--- config.mk ---
export PLATFORM = sky130hd
export DESIGN_NAME = cell_voltage_frame_checker_unit
export DESIGN_NICKNAME = d
export VERILOG_FILES = /design/src/hw/rtl/cvfc_pkg.sv /design/src/hw/rtl/cvfc_front.sv /design/src/hw/rtl/cvfc_queue.sv /design/src/hw/rtl/cvfc_back.sv /design/src/hw/rtl/cell_voltage_frame_checker_unit.sv
export SDC_FILE = /design/constraint.sdc
export NUM_CORES = 1
export LEC_CHECK = 0
export ABC_CLOCK_PERIOD_IN_PS = 16850
export BUFFER_PORTS_ARGS = -buffer_cell sky130_fd_sc_hd__buf_2
export CAP_MARGIN = 5
export CORE_ASPECT_RATIO = 0.6
export CORE_MARGIN = 3
export CORE_UTILIZATION = 30
export DETAILED_ROUTE_END_ITERATION = 10
export GPL_ROUTABILITY_DRIVEN = 0
export GPL_TIMING_DRIVEN = 0
export PLACE_DENSITY = 0.43
export SLEW_MARGIN = 5
export SYNTH_ARGS = -nofsm -noshare
export SYNTH_HDL_FRONTEND = slang
export SYNTH_HIERARCHICAL = 1
export SYNTH_SLANG_ARGS = --single-unit
--- constraint.sdc ---
create_clock -name clk -period 16.85 [get_ports clk]
set_input_delay 1.685 -clock clk [delete_from_list [all_inputs] [get_ports clk]]
set_output_delay 1.685 -clock clk [all_outputs]
set_load 0.02 [all_outputs]
--- src/hw/rtl/cvfc_pkg.sv ---
// shared types, constants and the crc-15 byte update for the cell voltage frame checker
// used by cvfc_front, cvfc_queue, cvfc_back and cell_voltage_frame_checker_unit
package cvfc_pkg;

  localparam int CHIP_COUNT     = 8;
  localparam int CELLS_PER_CHIP = 12;

  localparam logic [15:0] CRC_POLY  = 16'h4599;
  localparam logic [15:0] CRC_SEED  = 16'd16;
  localparam logic [22:0] TOTAL_MAX = 23'h7fffff;

  localparam int QUEUE_DEPTH = 4;
  localparam int QPTR_W      = $clog2(QUEUE_DEPTH);
  localparam int QCNT_W      = $clog2(QUEUE_DEPTH + 1);

  // frame byte positions
  localparam logic [2:0] POS_FIRST    = 3'd0;
  localparam logic [2:0] POS_PEC_HIGH = 3'd6;
  localparam logic [2:0] POS_PEC_LOW  = 3'd7;

  // reset values of the configuration registers
  localparam logic [15:0] UNDER_RST = 16'd30000;
  localparam logic [15:0] OVER_RST  = 16'd42000;
  localparam logic [22:0] PACK_RST  = 23'd2646000;
  localparam logic [3:0]  EVEN_RST  = 4'd12;
  localparam logic [3:0]  ODD_RST   = 4'd9;

  typedef enum logic [2:0] {
    CFG_UNDER_LIMIT = 3'd0,
    CFG_OVER_LIMIT  = 3'd1,
    CFG_PACK_LIMIT  = 3'd2,
    CFG_EVEN_CELLS  = 3'd3,
    CFG_ODD_CELLS   = 3'd4
  } cfg_idx_t;

  typedef struct packed {
    logic [15:0] under_limit;
    logic [15:0] over_limit;
    logic [22:0] pack_limit;
    logic [3:0]  even_cells;
    logic [3:0]  odd_cells;
  } cfg_t;

  // one record handed from the front to the back
  typedef struct packed {
    logic             is_frame;
    logic             clear;
    logic             pec_ok;
    logic [2:0]       chip;
    logic [1:0]       group;
    logic [2:0][15:0] cells;
  } rec_t;

  function automatic logic [15:0] crc15_byte(input logic [15:0] rem, input logic [7:0] data);
    logic [15:0] r;
    logic [7:0]  addr;
    addr = rem[14:7] ^ data;
    r    = {1'b0, addr, 7'b0};
    for (int b = 0; b < 8; b++) begin
      if (r[14]) begin
        r = {r[14:0], 1'b0} ^ CRC_POLY;
      end else begin
        r = {r[14:0], 1'b0};
      end
    end
    return {rem[7:0], 8'h00} ^ r;
  endfunction

endpackage

--- src/hw/rtl/cvfc_front.sv ---
// front end: takes byte beats, runs the crc-15, stores frame bytes and builds records
// depends on cvfc_pkg
module cvfc_front (
  input  logic              clk,
  input  logic              rst_n,
  input  logic              in_valid,
  output logic              in_ready,
  input  logic [7:0]        rx_byte,
  input  logic [2:0]        byte_position,
  input  logic [2:0]        chip_index,
  input  logic [1:0]        group_index,
  input  logic              scan_start,
  input  logic              q_full,
  output logic              push,
  output cvfc_pkg::rec_t    rec
);

  logic [15:0] crc_r, crc_nxt;
  logic [7:0]  fb_r [7];
  logic        fire;
  logic [15:0] pec;

  assign in_ready = !q_full;
  assign fire     = in_valid && in_ready;

  always_comb begin
    crc_nxt = crc_r;
    if (fire && (byte_position < cvfc_pkg::POS_PEC_HIGH)) begin
      crc_nxt = cvfc_pkg::crc15_byte(
        (byte_position == cvfc_pkg::POS_FIRST) ? cvfc_pkg::CRC_SEED : crc_r, rx_byte);
    end
  end

  always_ff @(posedge clk) begin
    if (!rst_n) begin
      crc_r <= cvfc_pkg::CRC_SEED;
    end else begin
      crc_r <= crc_nxt;
    end
  end

  always_ff @(posedge clk) begin
    if (fire && (byte_position != cvfc_pkg::POS_PEC_LOW)) begin
      fb_r[byte_position] <= rx_byte;
    end
  end

  assign pec = {crc_r[14:0], 1'b0};

  // clear-only beats still go through the queue to keep ordering with frames
  assign push = fire && ((byte_position == cvfc_pkg::POS_PEC_LOW) || scan_start);

  always_comb begin
    rec.is_frame = (byte_position == cvfc_pkg::POS_PEC_LOW);
    rec.clear    = scan_start;
    rec.pec_ok   = (pec[15:8] == fb_r[6]) && (pec[7:0] == rx_byte);
    rec.chip     = chip_index;
    rec.group    = group_index;
    rec.cells[0] = {fb_r[1], fb_r[0]};
    rec.cells[1] = {fb_r[3], fb_r[2]};
    rec.cells[2] = {fb_r[5], fb_r[4]};
  end

endmodule

--- src/hw/rtl/cvfc_queue.sv ---
// short record queue between the front and the back
// depends on cvfc_pkg
module cvfc_queue (
  input  logic            clk,
  input  logic            rst_n,
  input  logic            push,
  input  cvfc_pkg::rec_t  push_rec,
  input  logic            pop,
  output cvfc_pkg::rec_t  head,
  output logic            q_valid,
  output logic            q_full
);

  cvfc_pkg::rec_t              mem_r [cvfc_pkg::QUEUE_DEPTH];
  logic [cvfc_pkg::QPTR_W-1:0] wr_ptr_r, wr_ptr_nxt;
  logic [cvfc_pkg::QPTR_W-1:0] rd_ptr_r, rd_ptr_nxt;
  logic [cvfc_pkg::QCNT_W-1:0] count_r, count_nxt;

  localparam logic [cvfc_pkg::QPTR_W-1:0] PTR_LAST = cvfc_pkg::QPTR_W'(cvfc_pkg::QUEUE_DEPTH - 1);
  localparam logic [cvfc_pkg::QCNT_W-1:0] CNT_FULL = cvfc_pkg::QCNT_W'(cvfc_pkg::QUEUE_DEPTH);

  assign q_valid = (count_r != '0);
  assign q_full  = (count_r == CNT_FULL);
  assign head    = mem_r[rd_ptr_r];

  always_comb begin
    wr_ptr_nxt = wr_ptr_r;
    rd_ptr_nxt = rd_ptr_r;
    count_nxt  = count_r;
    if (push) begin
      wr_ptr_nxt = (wr_ptr_r == PTR_LAST) ? '0 : wr_ptr_r + 1'b1;
    end
    if (pop) begin
      rd_ptr_nxt = (rd_ptr_r == PTR_LAST) ? '0 : rd_ptr_r + 1'b1;
    end
    if (push && !pop) begin
      count_nxt = count_r + 1'b1;
    end else if (!push && pop) begin
      count_nxt = count_r - 1'b1;
    end
  end

  always_ff @(posedge clk) begin
    if (!rst_n) begin
      wr_ptr_r <= '0;
      rd_ptr_r <= '0;
      count_r  <= '0;
    end else begin
      wr_ptr_r <= wr_ptr_nxt;
      rd_ptr_r <= rd_ptr_nxt;
      count_r  <= count_nxt;
    end
  end

  always_ff @(posedge clk) begin
    if (push) begin
      mem_r[wr_ptr_r] <= push_rec;
    end
  end

  a_count_bound: assert property (@(posedge clk) disable iff (!rst_n)
    count_r <= CNT_FULL) else $error("queue count past depth");

  a_no_push_full: assert property (@(posedge clk) disable iff (!rst_n)
    q_full && !pop |-> !push) else $error("push into full queue");

  a_no_pop_empty: assert property (@(posedge clk) disable iff (!rst_n)
    pop |-> q_valid) else $error("pop from empty queue");

  a_fill_step: assert property (@(posedge clk) disable iff (!rst_n)
    push && !pop |=> count_r == $past(count_r) + 1'b1) else $error("queue count did not step");

endmodule

--- src/hw/rtl/cvfc_back.sv ---
// back end: folds records into total, min and max and drives the result register
// depends on cvfc_pkg
module cvfc_back (
  input  logic            clk,
  input  logic            rst_n,
  input  cvfc_pkg::cfg_t  cfg,
  input  cvfc_pkg::rec_t  head,
  input  logic            q_valid,
  output logic            pop,
  output logic            out_tvalid,
  input  logic            out_tready,
  output logic [71:0]     out_tdata,
  output logic            out_tuser
);

  logic [22:0] total_r, total_nxt;
  logic [15:0] lo_v_r, lo_v_nxt, hi_v_r, hi_v_nxt;
  logic [6:0]  lo_loc_r, lo_loc_nxt, hi_loc_r, hi_loc_nxt;
  logic        out_valid_r, out_valid_nxt;
  logic [71:0] out_data_r;
  logic        out_user_r;
  logic        slot_free;
  logic        load_out;
  logic [3:0]  sel_cells;
  logic [3:0]  ncells;
  logic [3:0]  cell_idx;
  logic [24:0] sum;
  logic        under_f, over_f, pack_f;

  assign slot_free = !out_valid_r || out_tready;
  assign pop       = q_valid && (!head.is_frame || slot_free);
  assign load_out  = pop && head.is_frame;

  always_comb begin
    sel_cells = head.chip[0] ? cfg.odd_cells : cfg.even_cells;
    ncells    = (int'(sel_cells) > cvfc_pkg::CELLS_PER_CHIP) ?
                4'(cvfc_pkg::CELLS_PER_CHIP) : sel_cells;
    if (int'(head.chip) >= cvfc_pkg::CHIP_COUNT) begin
      ncells = '0;
    end
  end

  always_comb begin
    if (head.clear) begin
      total_nxt  = '0;
      lo_v_nxt   = 16'hffff;
      lo_loc_nxt = '0;
      hi_v_nxt   = '0;
      hi_loc_nxt = '0;
    end else begin
      total_nxt  = total_r;
      lo_v_nxt   = lo_v_r;
      lo_loc_nxt = lo_loc_r;
      hi_v_nxt   = hi_v_r;
      hi_loc_nxt = hi_loc_r;
    end
    sum      = {2'b00, total_nxt};
    cell_idx = '0;
    if (head.is_frame) begin
      // strict compares so a tie keeps the earlier cell
      for (int k = 0; k < 3; k++) begin
        cell_idx = 4'(int'(head.group) * 3 + k);
        if (cell_idx < ncells) begin
          sum = sum + {9'd0, head.cells[k]};
          if (head.cells[k] < lo_v_nxt) begin
            lo_v_nxt   = head.cells[k];
            lo_loc_nxt = {head.chip, cell_idx};
          end
          if (head.cells[k] > hi_v_nxt) begin
            hi_v_nxt   = head.cells[k];
            hi_loc_nxt = {head.chip, cell_idx};
          end
        end
      end
      // saturating per cell is the same as clamping the sum once
      total_nxt = (sum > {2'b00, cvfc_pkg::TOTAL_MAX}) ? cvfc_pkg::TOTAL_MAX : sum[22:0];
    end
    under_f = (lo_v_nxt < cfg.under_limit);
    over_f  = (hi_v_nxt > cfg.over_limit);
    pack_f  = (total_nxt > cfg.pack_limit);
  end

  always_comb begin
    out_valid_nxt = out_valid_r;
    if (load_out) begin
      out_valid_nxt = 1'b1;
    end else if (out_tready) begin
      out_valid_nxt = 1'b0;
    end
  end

  always_ff @(posedge clk) begin
    if (!rst_n) begin
      total_r     <= '0;
      lo_v_r      <= 16'hffff;
      lo_loc_r    <= '0;
      hi_v_r      <= '0;
      hi_loc_r    <= '0;
      out_valid_r <= 1'b0;
    end else begin
      if (pop) begin
        total_r  <= total_nxt;
        lo_v_r   <= lo_v_nxt;
        lo_loc_r <= lo_loc_nxt;
        hi_v_r   <= hi_v_nxt;
        hi_loc_r <= hi_loc_nxt;
      end
      out_valid_r <= out_valid_nxt;
    end
  end

  always_ff @(posedge clk) begin
    if (load_out) begin
      out_user_r <= head.pec_ok;
      out_data_r <= {pack_f, over_f, under_f, total_nxt,
                     hi_loc_nxt[3:0], hi_loc_nxt[6:4], hi_v_nxt,
                     lo_loc_nxt[3:0], lo_loc_nxt[6:4], lo_v_nxt};
    end
  end

  assign out_tvalid = out_valid_r;
  assign out_tdata  = out_data_r;
  assign out_tuser  = out_user_r;

  a_frame_loads: assert property (@(posedge clk) disable iff (!rst_n)
    load_out |=> out_valid_r) else $error("frame record left no result");

  a_no_overwrite: assert property (@(posedge clk) disable iff (!rst_n)
    out_valid_r && !out_tready |-> !load_out) else $error("result overwritten while stalled");

endmodule

--- src/hw/rtl/cell_voltage_frame_checker_unit.sv ---
// top level of the cell voltage frame checker: configuration registers and the three parts
// depends on cvfc_pkg, cvfc_front, cvfc_queue, cvfc_back
// a pec-low beat goes into the record queue, then into the result register behind out_tvalid
// throughput: one byte beat per cycle; a 4-record queue decouples the front from the result
// register, so in_tready drops only when the queue fills behind a stalled out_tready
// reset (synchronous, rst_n low): limits to defaults, stats cleared, crc seeded, queue emptied;
// stored frame bytes are not reset
module cell_voltage_frame_checker_unit (
  input  logic        clk,
  input  logic        rst_n,
  input  logic        in_tvalid,
  output logic        in_tready,
  input  logic [15:0] in_tdata,   // rx_byte[7:0], byte_position[10:8], chip_index[13:11],
                                  // group_index[15:14]
  input  logic [0:0]  in_tuser,   // scan_start[0]
  output logic        out_tvalid,
  input  logic        out_tready,
  output logic [71:0] out_tdata,  // min_cell_voltage[15:0], min_chip[18:16], min_cell[22:19],
                                  // max_cell_voltage[38:23], max_chip[41:39],
                                  // max_cell[45:42], pack_total[68:46], under_voltage[69],
                                  // over_voltage[70], pack_over_voltage[71]
  output logic [0:0]  out_tuser,  // pec_ok[0]
  input  logic        cfg_we,
  input  logic [2:0]  cfg_addr,
  input  logic [22:0] cfg_wdata
);

  cvfc_pkg::cfg_t cfg_r, cfg_nxt;
  cvfc_pkg::rec_t push_rec, head;
  logic           push, pop, q_valid, q_full;

  always_comb begin
    cfg_nxt = cfg_r;
    if (cfg_we) begin
      case (cvfc_pkg::cfg_idx_t'(cfg_addr))
        cvfc_pkg::CFG_UNDER_LIMIT: cfg_nxt.under_limit = cfg_wdata[15:0];
        cvfc_pkg::CFG_OVER_LIMIT:  cfg_nxt.over_limit  = cfg_wdata[15:0];
        cvfc_pkg::CFG_PACK_LIMIT:  cfg_nxt.pack_limit  = cfg_wdata[22:0];
        cvfc_pkg::CFG_EVEN_CELLS:  cfg_nxt.even_cells  = cfg_wdata[3:0];
        cvfc_pkg::CFG_ODD_CELLS:   cfg_nxt.odd_cells   = cfg_wdata[3:0];
        default: ;
      endcase
    end
  end

  always_ff @(posedge clk) begin
    if (!rst_n) begin
      cfg_r.under_limit <= cvfc_pkg::UNDER_RST;
      cfg_r.over_limit  <= cvfc_pkg::OVER_RST;
      cfg_r.pack_limit  <= cvfc_pkg::PACK_RST;
      cfg_r.even_cells  <= cvfc_pkg::EVEN_RST;
      cfg_r.odd_cells   <= cvfc_pkg::ODD_RST;
    end else begin
      cfg_r <= cfg_nxt;
    end
  end

  cvfc_front u_front (
    .clk           (clk),
    .rst_n         (rst_n),
    .in_valid      (in_tvalid),
    .in_ready      (in_tready),
    .rx_byte       (in_tdata[7:0]),
    .byte_position (in_tdata[10:8]),
    .chip_index    (in_tdata[13:11]),
    .group_index   (in_tdata[15:14]),
    .scan_start    (in_tuser[0]),
    .q_full        (q_full),
    .push          (push),
    .rec           (push_rec)
  );

  cvfc_queue u_queue (
    .clk      (clk),
    .rst_n    (rst_n),
    .push     (push),
    .push_rec (push_rec),
    .pop      (pop),
    .head     (head),
    .q_valid  (q_valid),
    .q_full   (q_full)
  );

  cvfc_back u_back (
    .clk        (clk),
    .rst_n      (rst_n),
    .cfg        (cfg_r),
    .head       (head),
    .q_valid    (q_valid),
    .pop        (pop),
    .out_tvalid (out_tvalid),
    .out_tready (out_tready),
    .out_tdata  (out_tdata),
    .out_tuser  (out_tuser[0])
  );

endmodule
# Yosys cells after proc, flatten, opt, wreduce, memory -nomap -nowiden
# Memories as Yosys holds them, arrays and structs flattened. A register that Yosys moved wholly into a read port is not among the register bits.
# Index checks and enable logic that the tools add are counted.
totals:
  register_bits: 228
  ram_bits: 280
  output_inout_bits: 75
  word_cells: 168
  n_memories: 2
memory_table:
  columns: ["memory", "words", "width", "rd", "rd_clocked_by_memory_dff", "wr", "line", "source"]
  rows:
  - ["u_queue.mem_r", 4, 56, 1, 1, 1, "cvfc_queue.sv:14", "cvfc_pkg::rec_t mem_r [cvfc_pkg::QUEUE_DEPTH];"]
  - ["u_front.fb_r", 7, 8, 7, 0, 1, "cvfc_front.sv:19", "logic [7:0] fb_r [7];"]
classes:
  addsub: 9
  mul: 1
  n_lt_le_gt_ge: 15
  n_eq_ne: 11
  n_mux: 76
  bitwise_logic: 10
  n_reduce_logical: 27
op_table:
  columns: ["cell", "count"]
  rows:
  - ["16-bit two-way mux", 20]
  - ["15-bit two-way mux", 17]
  - ["25-bit two-way mux", 6]
  - ["7-bit two-way mux", 16]
  - ["23-bit two-way mux", 3]
  - ["16-bit > comparator", 4]
  - ["16-bit < comparator", 4]
  - ["7-bit NOT", 8]
  - ["25-bit by 16-bit adder with 25-bit output", 2]
  - ["25-bit by 23-bit > comparator with 1-bit output, second input constant", 1]
  - ["23-bit by 16-bit adder with 24-bit output", 1]
  - ["23-bit > comparator", 1]
  - ["8-bit == test", 2]
  - ["15-bit bitwise XOR", 1]
  - ["4-bit < comparator", 3]
  - ["2-bit AND reduction", 5]
  - ["3-bit == test, second input constant", 3]
  - ["1-bit logical AND", 9]
  - ["2-bit two-way mux", 4]
  - ["4-bit two-way mux", 2]
  - ["8-bit bitwise XOR", 1]
  - ["3-bit by 2-bit == test with 1-bit output, second input constant", 2]
  - ["3-bit logical NOT", 2]
  - ["1-bit two-way mux", 6]
  - ["16 further kinds", 26]

# Longest topological paths before layout
logic_depth:
  depth_word: 28
  depth_mapped: 56
  mapped_depth_nobuf: 49

# Modules after synthesis
# The synthesis kept the hierarchy.
by_module_without_submodules:
  columns: ["module", "n_inst", "cells_per_inst", "area_per_inst_um2"]
  rows:
  - ["cvfc_back", 1, 1740, 14326.2]
  - ["cvfc_queue", 1, 336, 8574.5]
  - ["cvfc_front", 1, 221, 3161.8]
  - ["cell_voltage_frame_checker_unit", 1, 251, 2560.0]

# Worst setup path after synthesis
# No wires, ideal clock.
synth_timing:
  kind: "register to register"
  startpoint: "register (tool-made name)"
  endpoint: "register u_back.out_data_r[70] (netlist: u_back/out_tdata[70]) (data pin)"
  t_arrival_ns: 10.063
  t_required_ns: 16.591
  path_slack_ns: 6.528
  stages_incl_launch_ff: 56
  n_path_buf: 7
  period_less_slack_ns: 10.322
  cell_sequence: "dfxtp_1 > buf_4 > mux4_2 > inv_1 > clkbuf_1 > nand2_1 > ha_1 > nor2b_1 > o21a_1 > o21a_1 > o21ai_0 > nand2b_1 > a21oi_1 > nor2_1 > o211ai_1 > clkbuf_1 > mux2i_1 > inv_1 > [20 not listed] > a311o_1 > clkbuf_1 > clkbuf_1 > mux2_2 > mux2i_1 > ha_1 > nor2b_1 > o21a_1 > o21a_1 > o21a_1 > o21a_1 > o21ai_0 > nand2b_1 > a21oi_1 > o31ai_1 > a21o_1 > a21oi_1 > a21oi_1"
synth_lines:
  columns: ["item", "line", "source"]
  rows:
  - ["to (signal assigned)", "cvfc_back.sv:115", "out_data_r <= {pack_f, over_f, under_f, total_nxt,"]
  - ["to (decl)", "cvfc_back.sv:20", "logic [71:0] out_data_r;"]

==> impl_metrics.json <==
{
  "grt_max_degree": 47,
  "antenna_found_initial": 13,
  "min_path_type": "register to register",
  "wirelength_met1_mm": 52.0,
  "crit_type": "register to register",
  "wl_met2_mm": 37.2,
  "postLayoutCellArea_sq_um": 32600,
  "ff_latch_area_sq_um": 13700,
  "num_vias": 21303,
  "drc": 0,
  "syn_area_sq_um": 28600,
  "synth.distinct_cells": 91,
  "fin_crit_sh_pct": 90.7,
  "wl_mm": 102,
  "rsz0062_at_grt": "false",
  "cts_tree": "built",
  "synth.avg_cell_area_sq_um": 11.2,
  "core_region_area_sq_um": 94300,
  "cap_violations": 0,
  "crit_required_ps": 17280,
  "slew_violations": 0,
  "reg2reg_setup_slack_ps": 1560,
  "critPathMostFrequentCell": "clkbuf_1",
  "placed_area_sq_um": 31000,
  "fin_crit_ps": 15290,
  "initial_utilization_pct": 30.4,
  "maxSlewHeadroom_pct": 12.1,
  "synth_seq_cells": 510,
  "drtIter0Drc": 2292,
  "async_flop_share_pct": 0,
  "clock_skew_ps": 47.3,
  "path_max_fanout": 10,
  "grt_pass1_wl_mm": 145,
  "vias_per_cell": 5.30,
  "clock-root-buffer": "clkbuf_16",
  "hold_viol": 0,
  "seq_area_frac_synth_pct": 48.0,
  "overflow": 0,
  "die_height_um": 245,
  "die_x_um": 405,
  "tns_ps": 0,
  "final_nets": 2989,
  "ys_warn_count": 6,
  "top_layer": "met4",
  "worst_slew_pin_slew_ps": 1310,
  "worstPathArrival_ps": 15720,
  "dieArea_sq_um": 99300,
  "slowest_delay_ps": 820,
  "synthFlopType": "edfxtp_1",
  "cts_resized": 0,
  "wire_per_inst_um": 25.5,
  "syn_nets": 2811,
  "status": "finished, final reports clean",
  "slowest_stage": "buf_1",
  "rows": 87,
  "dp_hpwl_mm": 81.3,
  "post-place-ws_ps": 2150,
  "pin_count": 123,
  "postCtsSetupBuffers": 0,
  "utilization_pct": 34.6,
  "portBuffers": 115,
  "fmax_mhz": 65.4,
  "setup-violations-final": 0,
  "htree_levels": 2,
  "synth_edf_count": 353,
  "critPathCaptureType": "register",
  "grt_pass1_vias": 20460,
  "netlist_instances": 2548,
  "dr_wl_met3_mm": 12.0,
  "n_fill_cell": 9490,
  "ant_nets": 0,
  "ctsHoldBuffers": 0,
  "clk_pin_slew_ps": 70,
  "cts_buffers": 51,
  "multi_input_area_sq_um": 13800,
  "drt_first_pass_iters": 5,
  "cts_sinks": 510,
  "grtUsageTotal_pct": 20.2,
  "setup_ws_ps": 1560,
  "drive_gt1_share_pct": 13.9,
  "cts.path.max_buffers": 3,
  "clock_latency_ps": 640,
  "start_kind": "register",
  "area_growth_pct": 13.9
}
## cells by family after synthesis
kind of cell             count (synthesis)  share of synthesized area, %
flip-flops                             510                          48.0
XOR/XNOR                               111                          3.89
AND/OR/NAND/NOR                        707                          12.1
multiplexers                           230                          10.7
buffers and inverters                  263                          4.00
AO/OA/AOI/OAI                          511                          11.8
adder cells (fa/ha/maj)                216                          9.54
## critical path: cells and delay by family (launching register included)
family | cells | cell delay [ps]
buffers and inverters | 10 | 5720
multiplexers | 2 | 900
flip-flops | 1 | 330
AO/OA/AOI/OAI | 18 | 4410
AND/OR/NAND/NOR | 11 | 2520
adder cells (fa/ha/maj) | 4 | 1190
## through the flow
step	std cells	hold slack, ps
after floorplan	2548	417
after global placement	3909	428
after detailed placement	3919	434
after CTS	4015	450
after global routing	4015	471
final	4017	447
## sequential cells by signal, indices dropped and copies added (netlist names), 3 cells and up, named ones only
name / count
u_front/crc_r: 15
u_back/hi_loc_r: 7
u_back/hi_v_r: 16
cfg_r: 63
u_front/fb_r: 56
u_queue/mem_r: 224
u_back/lo_loc_r: 7
u_queue/count_r: 3
u_back/out_tdata: 72
u_back/lo_v_r: 16
u_back/total_r: 23
## layout by cell type, fill, tap and decap left out, types with 21 or more instances in the layout
cell,count
xnor2_1,68
mux2i_1,133
o21ai_0,104
buf_2,129
nand4_1,33
inv_1,146
nand3_1,58
nor2_1,187
clkbuf_16,51
nand2_1,179
nor2b_1,102
nand3b_1,21
a21o_1,56
edfxtp_1,353
a211oi_1,29
clkbuf_1,83
ha_1,211
o21ai_1,28
o21a_1,36
dfxtp_1,157
mux4_2,56
nand2b_1,24
a21oi_1,128
mux2_2,41
nor3_1,39
xor2_1,30
## cell type report
class | instances | share of cell area (%)
sequential | 510 | 42.1
timing repair buffer | 125 | 2.34
clock inverter | 23 | 0.645
clock buffer | 73 | 4.32
multi-input combinational | 1775 | 42.2
buffer | 117 | 1.83
inverter | 146 | 1.68
antenna | 2 | 0.0153
tap | 1246 | 4.78
## cells in the mapped netlist, drive strengths merged, types with 6 or more instances
library cell  number  area, sq um
edfxtp           353        10600
ha               211         2640
nor2             189          712
nand2            179          672
dfxtp            157         3140
inv              146          548
mux2i            133         1330
o21ai            133          669
a21oi            129          649
nor2b            102          638
xnor2             70          639
clkbuf            66          248
nand3             58          290
a21o              56          420
mux4              56         1260
buf               51          349
nor3              43          215
mux2              41          462
o21a              36          270
xor2              36          360
nand4             33          206
a211oi            31          243
nand2b            25          164
nand3b            21          158
o211ai            17          128
o31ai             13          136
a31o              12          105
a22o              10         87.6
and3               9         56.3
a31oi              8         50.1
nor4               8         50.1
or3                8         50.1
and2               7         43.8
o21bai             7         52.6
or2                6         37.5
## per-layer routing
| metal | GRT usage (%) | up-vias |
|---|---|---|
| met4 | 2.96 | 0 |
| met5 | 0 | - |
| met2 | 25.2 | 881 |
| met3 | 8.01 | 92 |
| li1 | - | 9739 |
| met1 | 32.1 | 10591 |
## worst paths after layout
path | startpoint | end | depth (start not counted)
setup / recovery | register | u_back/out_tdata[69]$_DFFE_PP_ | 45
hold / removal | u_back/hi_v_r[15]$_SDFFE_PN0P_ | u_back/hi_v_r[15]$_SDFFE_PN0P_ | 2
setup reg to reg | register | u_back/out_tdata[69]$_DFFE_PP_ | 45
hold reg to reg | u_back/hi_v_r[15]$_SDFFE_PN0P_ | u_back/hi_v_r[15]$_SDFFE_PN0P_ | 2
Power is left out: the tool's default activity adds up to more than one toggle a clock period on the data nets, which glitch-free logic cannot reach.
